--- src/rtl/rgbe_fifo.sv ---
// rgbe_fifo: small register queue used for the command and result queues
// depends on nothing but the element type passed in
module rgbe_fifo #(
	parameter type T     = logic,
	parameter int  DEPTH = 4
) (
	input  logic                       clk,
	input  logic                       arst_n,
	input  logic                       wr,
	input  T                           wr_data,
	output logic                       full,
	input  logic                       rd,
	output T                           rd_data,
	output logic                       empty,
	output logic [$clog2(DEPTH+1)-1:0] count
);

	localparam int PW = (DEPTH > 1) ? $clog2(DEPTH) : 1;
	localparam int CW = $clog2(DEPTH + 1);

	T                store_q [DEPTH];
	logic [PW-1:0]   wr_ptr_q;
	logic [PW-1:0]   rd_ptr_q;
	logic [CW-1:0]   count_q;

	// storage, payload only
	always_ff @(posedge clk) begin
		if (wr) begin
			store_q[wr_ptr_q] <= wr_data;
		end
	end

	// pointers and fill level
	always_ff @(posedge clk or negedge arst_n) begin
		if (!arst_n) begin
			wr_ptr_q <= '0;
			rd_ptr_q <= '0;
			count_q  <= '0;
		end else begin
			if (wr) begin
				if (wr_ptr_q == PW'(DEPTH - 1)) begin
					wr_ptr_q <= '0;
				end else begin
					wr_ptr_q <= wr_ptr_q + PW'(1);
				end
			end
			if (rd) begin
				if (rd_ptr_q == PW'(DEPTH - 1)) begin
					rd_ptr_q <= '0;
				end else begin
					rd_ptr_q <= rd_ptr_q + PW'(1);
				end
			end
			if (wr && !rd) begin
				count_q <= count_q + CW'(1);
			end else if (rd && !wr) begin
				count_q <= count_q - CW'(1);
			end
		end
	end

	assign rd_data = store_q[rd_ptr_q];
	assign empty   = (count_q == '0);
	assign full    = (count_q == CW'(DEPTH));
	assign count   = count_q;

	// no transfer in beyond capacity, none out of an empty queue
	a_no_overflow: assert property (@(posedge clk) disable iff (!arst_n)
		!(wr && !rd && count_q == CW'(DEPTH)))
		else $error("rgbe_fifo: write into full queue");
	a_no_underflow: assert property (@(posedge clk) disable iff (!arst_n)
		!(rd && count_q == '0))
		else $error("rgbe_fifo: read from empty queue");
	a_level_bound: assert property (@(posedge clk) disable iff (!arst_n)
		count_q <= CW'(DEPTH))
		else $error("rgbe_fifo: fill level out of range");

endmodule

--- config.mk ---
export PLATFORM = sky130hd
export DESIGN_NAME = rgbe_fifo
export DESIGN_NICKNAME = d
export VERILOG_FILES = /design/src/rtl/rgbe_fifo.sv
export SDC_FILE = /design/constraint.sdc
export NUM_CORES = 1
export LEC_CHECK = 0
export ABC_CLOCK_PERIOD_IN_PS = 2300
export BUFFER_PORTS_ARGS = -buffer_cell sky130_fd_sc_hd__buf_2
export CAP_MARGIN = 20
export CORE_AREA = 2 2 39 41
export DETAILED_ROUTE_END_ITERATION = 16
export DIE_AREA = 0 0 41 43
export PLACE_DENSITY = 0.62
export SYNTH_ARGS = -nofsm -noshare
export SYNTH_HDL_FRONTEND = slang
export SYNTH_SLANG_ARGS = --single-unit
--- constraint.sdc ---
create_clock -name clk -period 2.3 [get_ports clk]
set_input_delay 0.23 -clock clk [delete_from_list [all_inputs] [get_ports clk]]
set_output_delay 0.23 -clock clk [all_outputs]
set_load 0.02 [all_outputs]
# [Word level (Yosys, flattened, before mapping)]
# Memories as Yosys holds them, arrays and structs flattened.
# Cells that the tools add are included.
[word_totals] n_memories=1 out_inout_bits=6 in_bits=5 ram_bits=4 elab_cells=23 reg_bits=7
[classes] addsub=4 muxes=6 n_reduce_logical=6 eq_ne=3
[memory_table] memory="store_q" depth=4 word_bits=1 read_ports=1 rd_clocked_by_memory_dff=0 wr=1 line="21" text="T store_q [DEPTH];"
[ops] op="two-way mux 3 bit" count=2
[ops] op="adder 2 x 1 -> 2 bit, second input constant" count=2
[ops] op="== test 2 bit, second input constant" count=2
[ops] op="two-way mux 2 bit" count=2
[ops] op="adder 3 x 1 -> 3 bit, second input constant" count=1
[ops] op="== test 3 bit, second input constant" count=1
[ops] op="logical NOT 3 bit" count=1
[ops] op="subtractor 3 x 1 -> 3 bit, second input constant" count=1
[ops] op="logical AND 1 bit" count=2
[ops] op="logical NOT 1 bit" count=2
[ops] op="two-way mux 1 bit" count=2
[ops] op="nonzero test 2 bit" count=1

# [Longest topological paths before layout]
# Gate-level depths: netlist (run 1).
[depth] depth_word=4 ltp_mapped=7 depth_no_buf=7

# [Least setup slack after synthesis (run 1)]
# Ideal clock, no wire load.
[synth_path] path_type="reg-to-reg" start="reg count_q[0], in the netlist count[0]" end="reg count_q[2], in the netlist count[2]" stages_incl_launch_ff=5 synth_period_minus_slack_ps=1401 setup_time_ps=80 path_slack_ps=899 arrival_ps=1322 n_path_buf=0 required_ps=2220 cell_sequence="dfrtp_1 -> fa_1 -> xor2_1 -> nor2_1 -> xor2_1"
[synth_via] elab_chain_len=3 elab_cells_between_ends=4 cone_classes="add/sub (2); mux (2)"
[synth_lines] element="start, declared" line="24" text="logic [CW-1:0] count_q;"
[synth_lines] element="start signal, assigned" line="55" text="count_q <= count_q + CW'(1);"
[synth_lines] element="start signal, assigned" line="57" text="count_q <= count_q - CW'(1);"
[synth_lines] element="subtractor 3 x 1 -> 3 bit" line="57"
[synth_lines] element="two-way mux 3 bit" line="56" text="end else if (rd && !wr) begin"
[synth_lines] element="two-way mux 3 bit (*)" line="54" text="if (wr && !rd) begin"
# Every way passes the cells marked *; elsewhere a longest branch is shown, timed or not. The select of a mux whose other input is x is not followed.
# A chain may end at the register's enable or synchronous reset.

# [Final worst setup path (run 1)]
[layout_path] start="reg rd_ptr_q[0]" end="out rd_data"
[layout_via] elab_chain_len=1
[layout_lines] element="start, declared" line="23" text="logic [PW-1:0] rd_ptr_q;"
[layout_lines] element="start signal, assigned" line="51" text="rd_ptr_q <= rd_ptr_q + PW'(1);"
[layout_lines] element="memory read (4 x 1 bit)"
[layout_lines] element="end, declared" line="13" text="output T rd_data,"
# Every way passes these cells.

==> results of run 1 <==
state kept, by name (all words and copies together) (netlist names):
signal and cells:
rd_ptr_q 2, count 3, wr_ptr_q 2, store_q 4
metal layers:
metal | GRT usage [%] | routed length [um] | up-vias
li1 | - | - | 170
met1 | 14.1 | 335 | 151
met2 | 15.3 | 354 | 8
met3 | 6.28 | 45 | 2
met4 | 6.00 | 17 | 0
met5 | 0 | 0 | -
synth_stat cells:
cell,count
mux2_2,3
ha_1,6
mux4_2,1
nor2_1,3
dfrtp_1,7
nor3b_1,1
xor2_1,2
and2_1,4
edfxtp_1,4
xnor2_1,1
o21ai_0,2
nor3_1,1
fa_1,1
nand2_1,2
inv_1,4
power by group through the flow:
stage	logic, mW	registers, mW	clock network [mW]
floorplan	0.209	0.379	0
global placement	0.320	0.357	0
detailed placement	0.325	0.359	0
CTS	0.328	0.355	0.142
global route	0.368	0.371	0.150
finish	0.321	0.354	0.132
kinds of logic (layout without fill, tap and decap cells):
kind of cell | Yosys count | after routing | share of synthesized area (%)
flip-flops | 11 | 11 | 53.3
buffers and inverters | 4 | 19 | 2.71
XOR/XNOR | 3 | 3 | 4.74
multiplexers | 4 | 4 | 10.2
adder cells (fa/ha/maj) | 7 | 7 | 17.2
AND/OR/NAND/NOR | 11 | 11 | 10.2
AO/OA/AOI/OAI | 2 | 2 | 1.81
area by class of cell:
| cell class | instances | share of cell area [%] |
|---|---|---|
| Clock buffer | 3 | 3.40 |
| Clock inverter | 1 | 0.756 |
| Inverter | 4 | 2.27 |
| Multi-Input combinational cell | 27 | 36.9 |
| Sequential cell | 11 | 44.6 |
| Tap cell | 16 | 3.02 |
| Timing Repair Buffer | 11 | 9.07 |
how the worst min path moves through the flow:
stage,startpoint,end,slack (ns),cells past startpoint
4_1_cts,wr_data,store_q[0]$_DFFE_PP_,0.15,1
5_1_grt,wr_data,store_q[3]$_DFFE_PP_,0.15,1
2_1_floorplan,arst_n,count[0]$_DFFE_PN0P_,-0.07,0
3_3_place_gp,arst_n,rd_ptr_q[1]$_DFFE_PN0P_,0.08,1
6_report,wr_data,store_q[3]$_DFFE_PP_,0.16,1
3_5_place_dp,arst_n,wr_ptr_q[1]$_DFFE_PN0P_,0.08,1
through the flow:
| stage | cells | total power, mW |
|---|---|---|
| 2_1_floorplan | 42 | 0.589 |
| 3_3_place_gp | 68 | 0.678 |
| 3_5_place_dp | 68 | 0.683 |
| 4_1_cts | 73 | 0.825 |
| 5_1_grt | 73 | 0.890 |
| 6_report | 73 | 0.807 |
==> metrics.md, run 1 <==
| Metric | Value |
|---|---|
| Status | complete, no violations |
| CP Launch Type | register |
| Die height | 43 um |
| Clock power frac | between 15 and 20% |
| Warnings from Yosys | 0 |
| Syn_nets | 54 |
| Rel. slew slack | 86.6% |
| Min setup slack post-route | 0.720 ns |
| Antenna violations before repair | 0 |
| Root buf cell | clkbuf_4 |
| Crit path largest cell delay | about 0.50 ns |
| Core area | 1380 um2 |
| Crit path kind | register to output port |
| Post-synth top area share | a little under a third |
| Final Wtd Congestion | between 0.6 and 0.7 |
| Layout cells sized above 1 | 31.6% |
| Register area share after synthesis | between 50% and 60% |
| Setup-failing EPs final | 0 |
| Crit path capture | rd_data |
| Commonest non-fill, non-tap cells in the layout | 10 x buf_2, 7 x dfrtp_1, 6 x ha_1 |
| Final hold vios | 0 |
| Skew-Pair Late Insertion Delay | between 0.2 and 0.3 ns |
| Syn Inst Count | 42 |
| Net Sw Frac | 38.3% |
| Reg power frac | 43.9% |
| Setup_tns | 0 ns |
| Die width | 41 um |
| Logic pwr share | roughly two fifths |
| Die Area | ~1800 um2 |
| Clock Skews | around 0.0063 ns |
| FF+latch count, synth | 11 |
| Gr ovfl total | 0 |
| Worst setup EP type | output port |
| Largest net degree at the start of global routing | 10 |
| Setup Fix Bufs, Post-CTS | 0 |
| Vias/cell | 4.53 |
| CP arrival | 1.35 ns |
| CP max-delay cell | mux4_2 |
| Io pins | 11 |
| Crit path time final | 1.58 ns |
| Critical path cell sequence | mux4_2 -> buf_2 |
| Worst IR Drop VDD | between 0.3 and 0.4 mV |
| CTS tree | built |
| Via count | ~330 |
| Hold-fix buffers, CTS | 1 |
| Internal power | roughly 0.5 mW |
| Levels on crit path | 2 |
| CP required | 2.07 ns |
| Max-slew violation count | 0 |
| Commonest non-fill, non-tap cell in the layout | buf_2 |
| ANT cells | 0 |
| DRC | 0 |
| Final instance area | 662 um2 |
| Final core occ | between 40% and 50% |
| Buffers on Ports | 10 |
| R2r startpoint | count[0]$_DFFE_PN0P_ |
| Vias in the first global route | 308 |
| Gr usage total | 11.4% |
| Crit Path Max Fanout | 4 |
| Cell taking the most area after synthesis | dfrtp_1 |
| H-tree depth | 1 |
| CP delay by family, top | multiplexers |
| Yosys cell types | 15 |
| Area contributors post-synth | dfrtp_1 32%, edfxtp_1 22%, ha_1 14%, mux2_2 6.1%, and2_1 4.5% |
| Mean post-synth cell area | 13.2 um2 |
| DRT Pass-1 Iters | 2 |
| WP buf/inv | 1 |
| Sequential Area | slightly below 300 um2 |
| Drt total wl | 753 um |
| MaxCap Viol Count | 0 |
| Sink Count | 11 |
| Routed Antenna Nets | 0 |
| Clock slew seen by the registers of the worst setup and hold paths | 0.07 ns |
| Area Overhead vs Synth | 19.4% |
| PostCTS Resize Cnt | 0 |
| # rows | 14 |
| Multi-input gate area | 244 um2 |
| WHS | ~0.16 ns |
| Wire per inst | 10.3 um |
| Pleak | ~0.31 nW |
| Reg2Reg Setup Slack | between 0.9 and 1 ns |
| Post-Syn Area | between 500 and 600 um2 |
| Detail Placement HPWL | approximately 560 um |
| DP Worst Slack | slightly below 0.8 ns |
| Power per cell area | approximately 1200 nW/um2 |
| Max clock buf depth | 2 |
| Maximum operating frequency | 633 MHz |
| First DRT Iteration DRCs | 2 |
| Initial Util | 40.1% |
| Fin crit share | 68.7% |
| CP Launch Point | rd_ptr_q[0]$_DFFE_PN0P_ |
| Hold WC Path Type | input port to register |
| Final net count | 70 |
| RSZ-0062 raised after global routing | false |
| Worst reg2reg path depth | 4 |
| Switch Pwr | 0.309 mW |
| Area after DPL | approximately 620 um2 |
| CTS Buf Count | 3 |
| Global-route wire length before repair | approximately 1.3 mm |
| R2r endpoint | count[2]$_DFFE_PN0P_ |
| Layout fillers | 135 |
| Worst slew pin tran | 0.201 ns |
(Power assumes the default switching activity.)
==> run 2: changes to the inputs <==
ABC_CLOCK_PERIOD_IN_PS = 1520   (was 2300)
clock period = 1.52 ns   (was 2.3 ns; I/O delays follow)
==> run 2 against run 1 <==
Against the previous run:
- total power up 57%
- first-iteration DRC count up 50%
- clock skew down 0.0033 ns
- worst setup slack worse by 0.67 ns
- sequential share of layout area down 1.3 points
- combinational power up 70%
- sequential power up 50%
- clock-buffer cell count up 1
- non-clock buffer count up 2
- via count up 1.5%
- register-to-register slack worse by 0.79 ns
- largest cell class unchanged
==> metrics.md, run 2 (synthesis results as in run 1) <==
| Metric | Value |
|---|---|
| Min setup slack post-route | roughly 0.055 ns |
| Max reg flops | 4 |
| Worst IR Drop VDD | a little under 0.9 mV |
| Clock slew seen by the registers of the worst setup and hold paths | 0.07 ns |
| Core area | 1380 um2 |
| Antenna violations before repair | 0 |
| Die width | approximately 41 um |
| Reg with most FFs | store_q |
| Via count | 336 |
| Buffers on Ports | 10 |
| Finished Layout Cells | between 70 and 80 |
| Crit Path Max Fanout | 3 |
| Detail Placement HPWL | between 600 and 700 um |
| Clock Skews | 0.00294 ns |
| Final instance area | 682 um2 |
| First DRT Iteration DRCs | 3 |
| Hold WC Path Type | input port to register |
| Root buf cell | clkbuf_4 |
| CTS tree | built |
| Layout fillers | 146 |
| MaxCap Viol Count | 0 |
| DP Worst Slack | 0.0872 ns |
| Status | complete, no violations |
| ANT cells | 0 |
| Final net count | 72 |
| Drt total wl | 781 um |
| CP arrival | ~1.3 ns |
| Die height | 43 um |
| CP Launch Type | register |
| DP Cell Count | between 60 and 70 |
| Worst setup EP type | output port |
| Rel. slew slack | between 80 and 90% |
| Largest net degree at the start of global routing | 9 |
| Die Area | 1760 um2 |
| Fin crit share | a little over nine tenths |
| Area after DPL | 632 um2 |
| Pleak | 0.319 nW |
| Crit path time final | about 1.5 ns |
| Commonest non-fill, non-tap cells in the layout | 9 x buf_2, 7 x dfrtp_1, 6 x ha_1 |
| H-tree depth | 1 |
| Sink Count | 11 |
| Worst slew pin tran | 0.203 ns |
| CTS Buf Count | 3 |
| Io pins | 11 |
| Power per cell area | between 1500 and 2000 nW/um2 |
| # rows | 14 |
| Initial Util | 40.1% |
| Final hold vios | 0 |
| Setup-failing EPs final | 0 |
| Crit path kind | register to output port |
| Area Overhead vs Synth | 23.0% |
| Maximum operating frequency | just under 700 MHz |
| Routed Antenna Nets | 0 |
| Gr ovfl total | 0 |
| Wire per inst | around 10 um |
| Vias in the first global route | slightly above 300 |
| Gr usage total | 11.1% |
| Skew-Pair Late Insertion Delay | 0.26 ns |
| Final Wtd Congestion | 0.688 |
| CP required | 1.37 ns |
| Vias/cell | 4.48 |
| Max-slew violation count | 0 |
| Global-route wire length before repair | 1.24 mm |
| DRT Pass-1 Iters | 2 |
| Max clock buf depth | 2 |
| Commonest non-fill, non-tap cell in the layout | buf_2 |
| DRC | 0 |
| Layout cells sized above 1 | between 30% and 40% |
| RSZ-0062 raised after global routing | true |
-- run 2: cell type report --
cell class,count,area (um2),share of cell area [%]
multi-input combinational,27,244,35.8
inverter,4,15.0,2.20
sequential,11,295,43.3
tap,16,20.0,2.94
clock buffer,4,26.3,3.85
timing repair buffer,13,81.3,11.9
-- run 2: metal layers --
metal  part of all wire, %  vias to the layer above  global-route usage [%]  routed length, um
met4                     0                        0                    2.00                  0
met1                    48                      156                    13.3                373
met2                    47                        7                    16.3                364
met3                   5.4                        0                    7.85                 42
met5                     0                        -                       0                  0
li1                      -                      173                       -                  -
-- run 2: per-stage QoR --
stage	hold WS [ns]	TNS, ns	total power [mW]	util (%)
3_5_place_dp	-0.000177	0	1.05	45.7
4_1_cts	0.0940	0	1.25	48.3
5_1_grt	0.0915	-0.00432	1.38	49.3
6_report	0.104	0	1.27	49.3
2_1_floorplan	-0.144	0	0.891	-
3_3_place_gp	-0.00310	0	1.04	45.7
-- run 2: timing repair --
item,CTS,global route
hold endpoints to repair,7,0
gates resized for setup,0,2
hold buffers,1,0
setup buffers,0,1
endpoints found under the setup margin,0,1
-- run 2: path summary, 6_finish.rpt --
path / depth (start not counted) / end / startpoint / slack (ns)
setup / recovery: 2 / rd_data / rd_ptr_q[0]$_DFFE_PN0P_ / 0.05
hold / removal: 1 / store_q[0]$_DFFE_PP_ / wr_data / 0.10
setup reg to reg: 4 / count[2]$_DFFE_PN0P_ / count[0]$_DFFE_PN0P_ / 0.13
hold reg to reg: 1 / count[2]$_DFFE_PN0P_ / count[2]$_DFFE_PN0P_ / 0.51
max in group asynchronous: 2 / wr_ptr_q[0]$_DFFE_PN0P_ / arst_n / 1.11
min in group asynchronous: 2 / rd_ptr_q[1]$_DFFE_PN0P_ / arst_n / 0.25
-- run 2: report_power, final --
part           total, mW  internal [mW]  leakage, nW  switching (mW)
combinational      0.545          0.274        0.185           0.270
clock              0.193          0.101       0.0150          0.0912
sequential         0.530          0.422        0.120           0.108
-- run 2: critical path, stage by stage, from the launching register on --
cell	delay, ns
dfrtp_1	0.39
mux4_2	0.52
buf_6	0.15
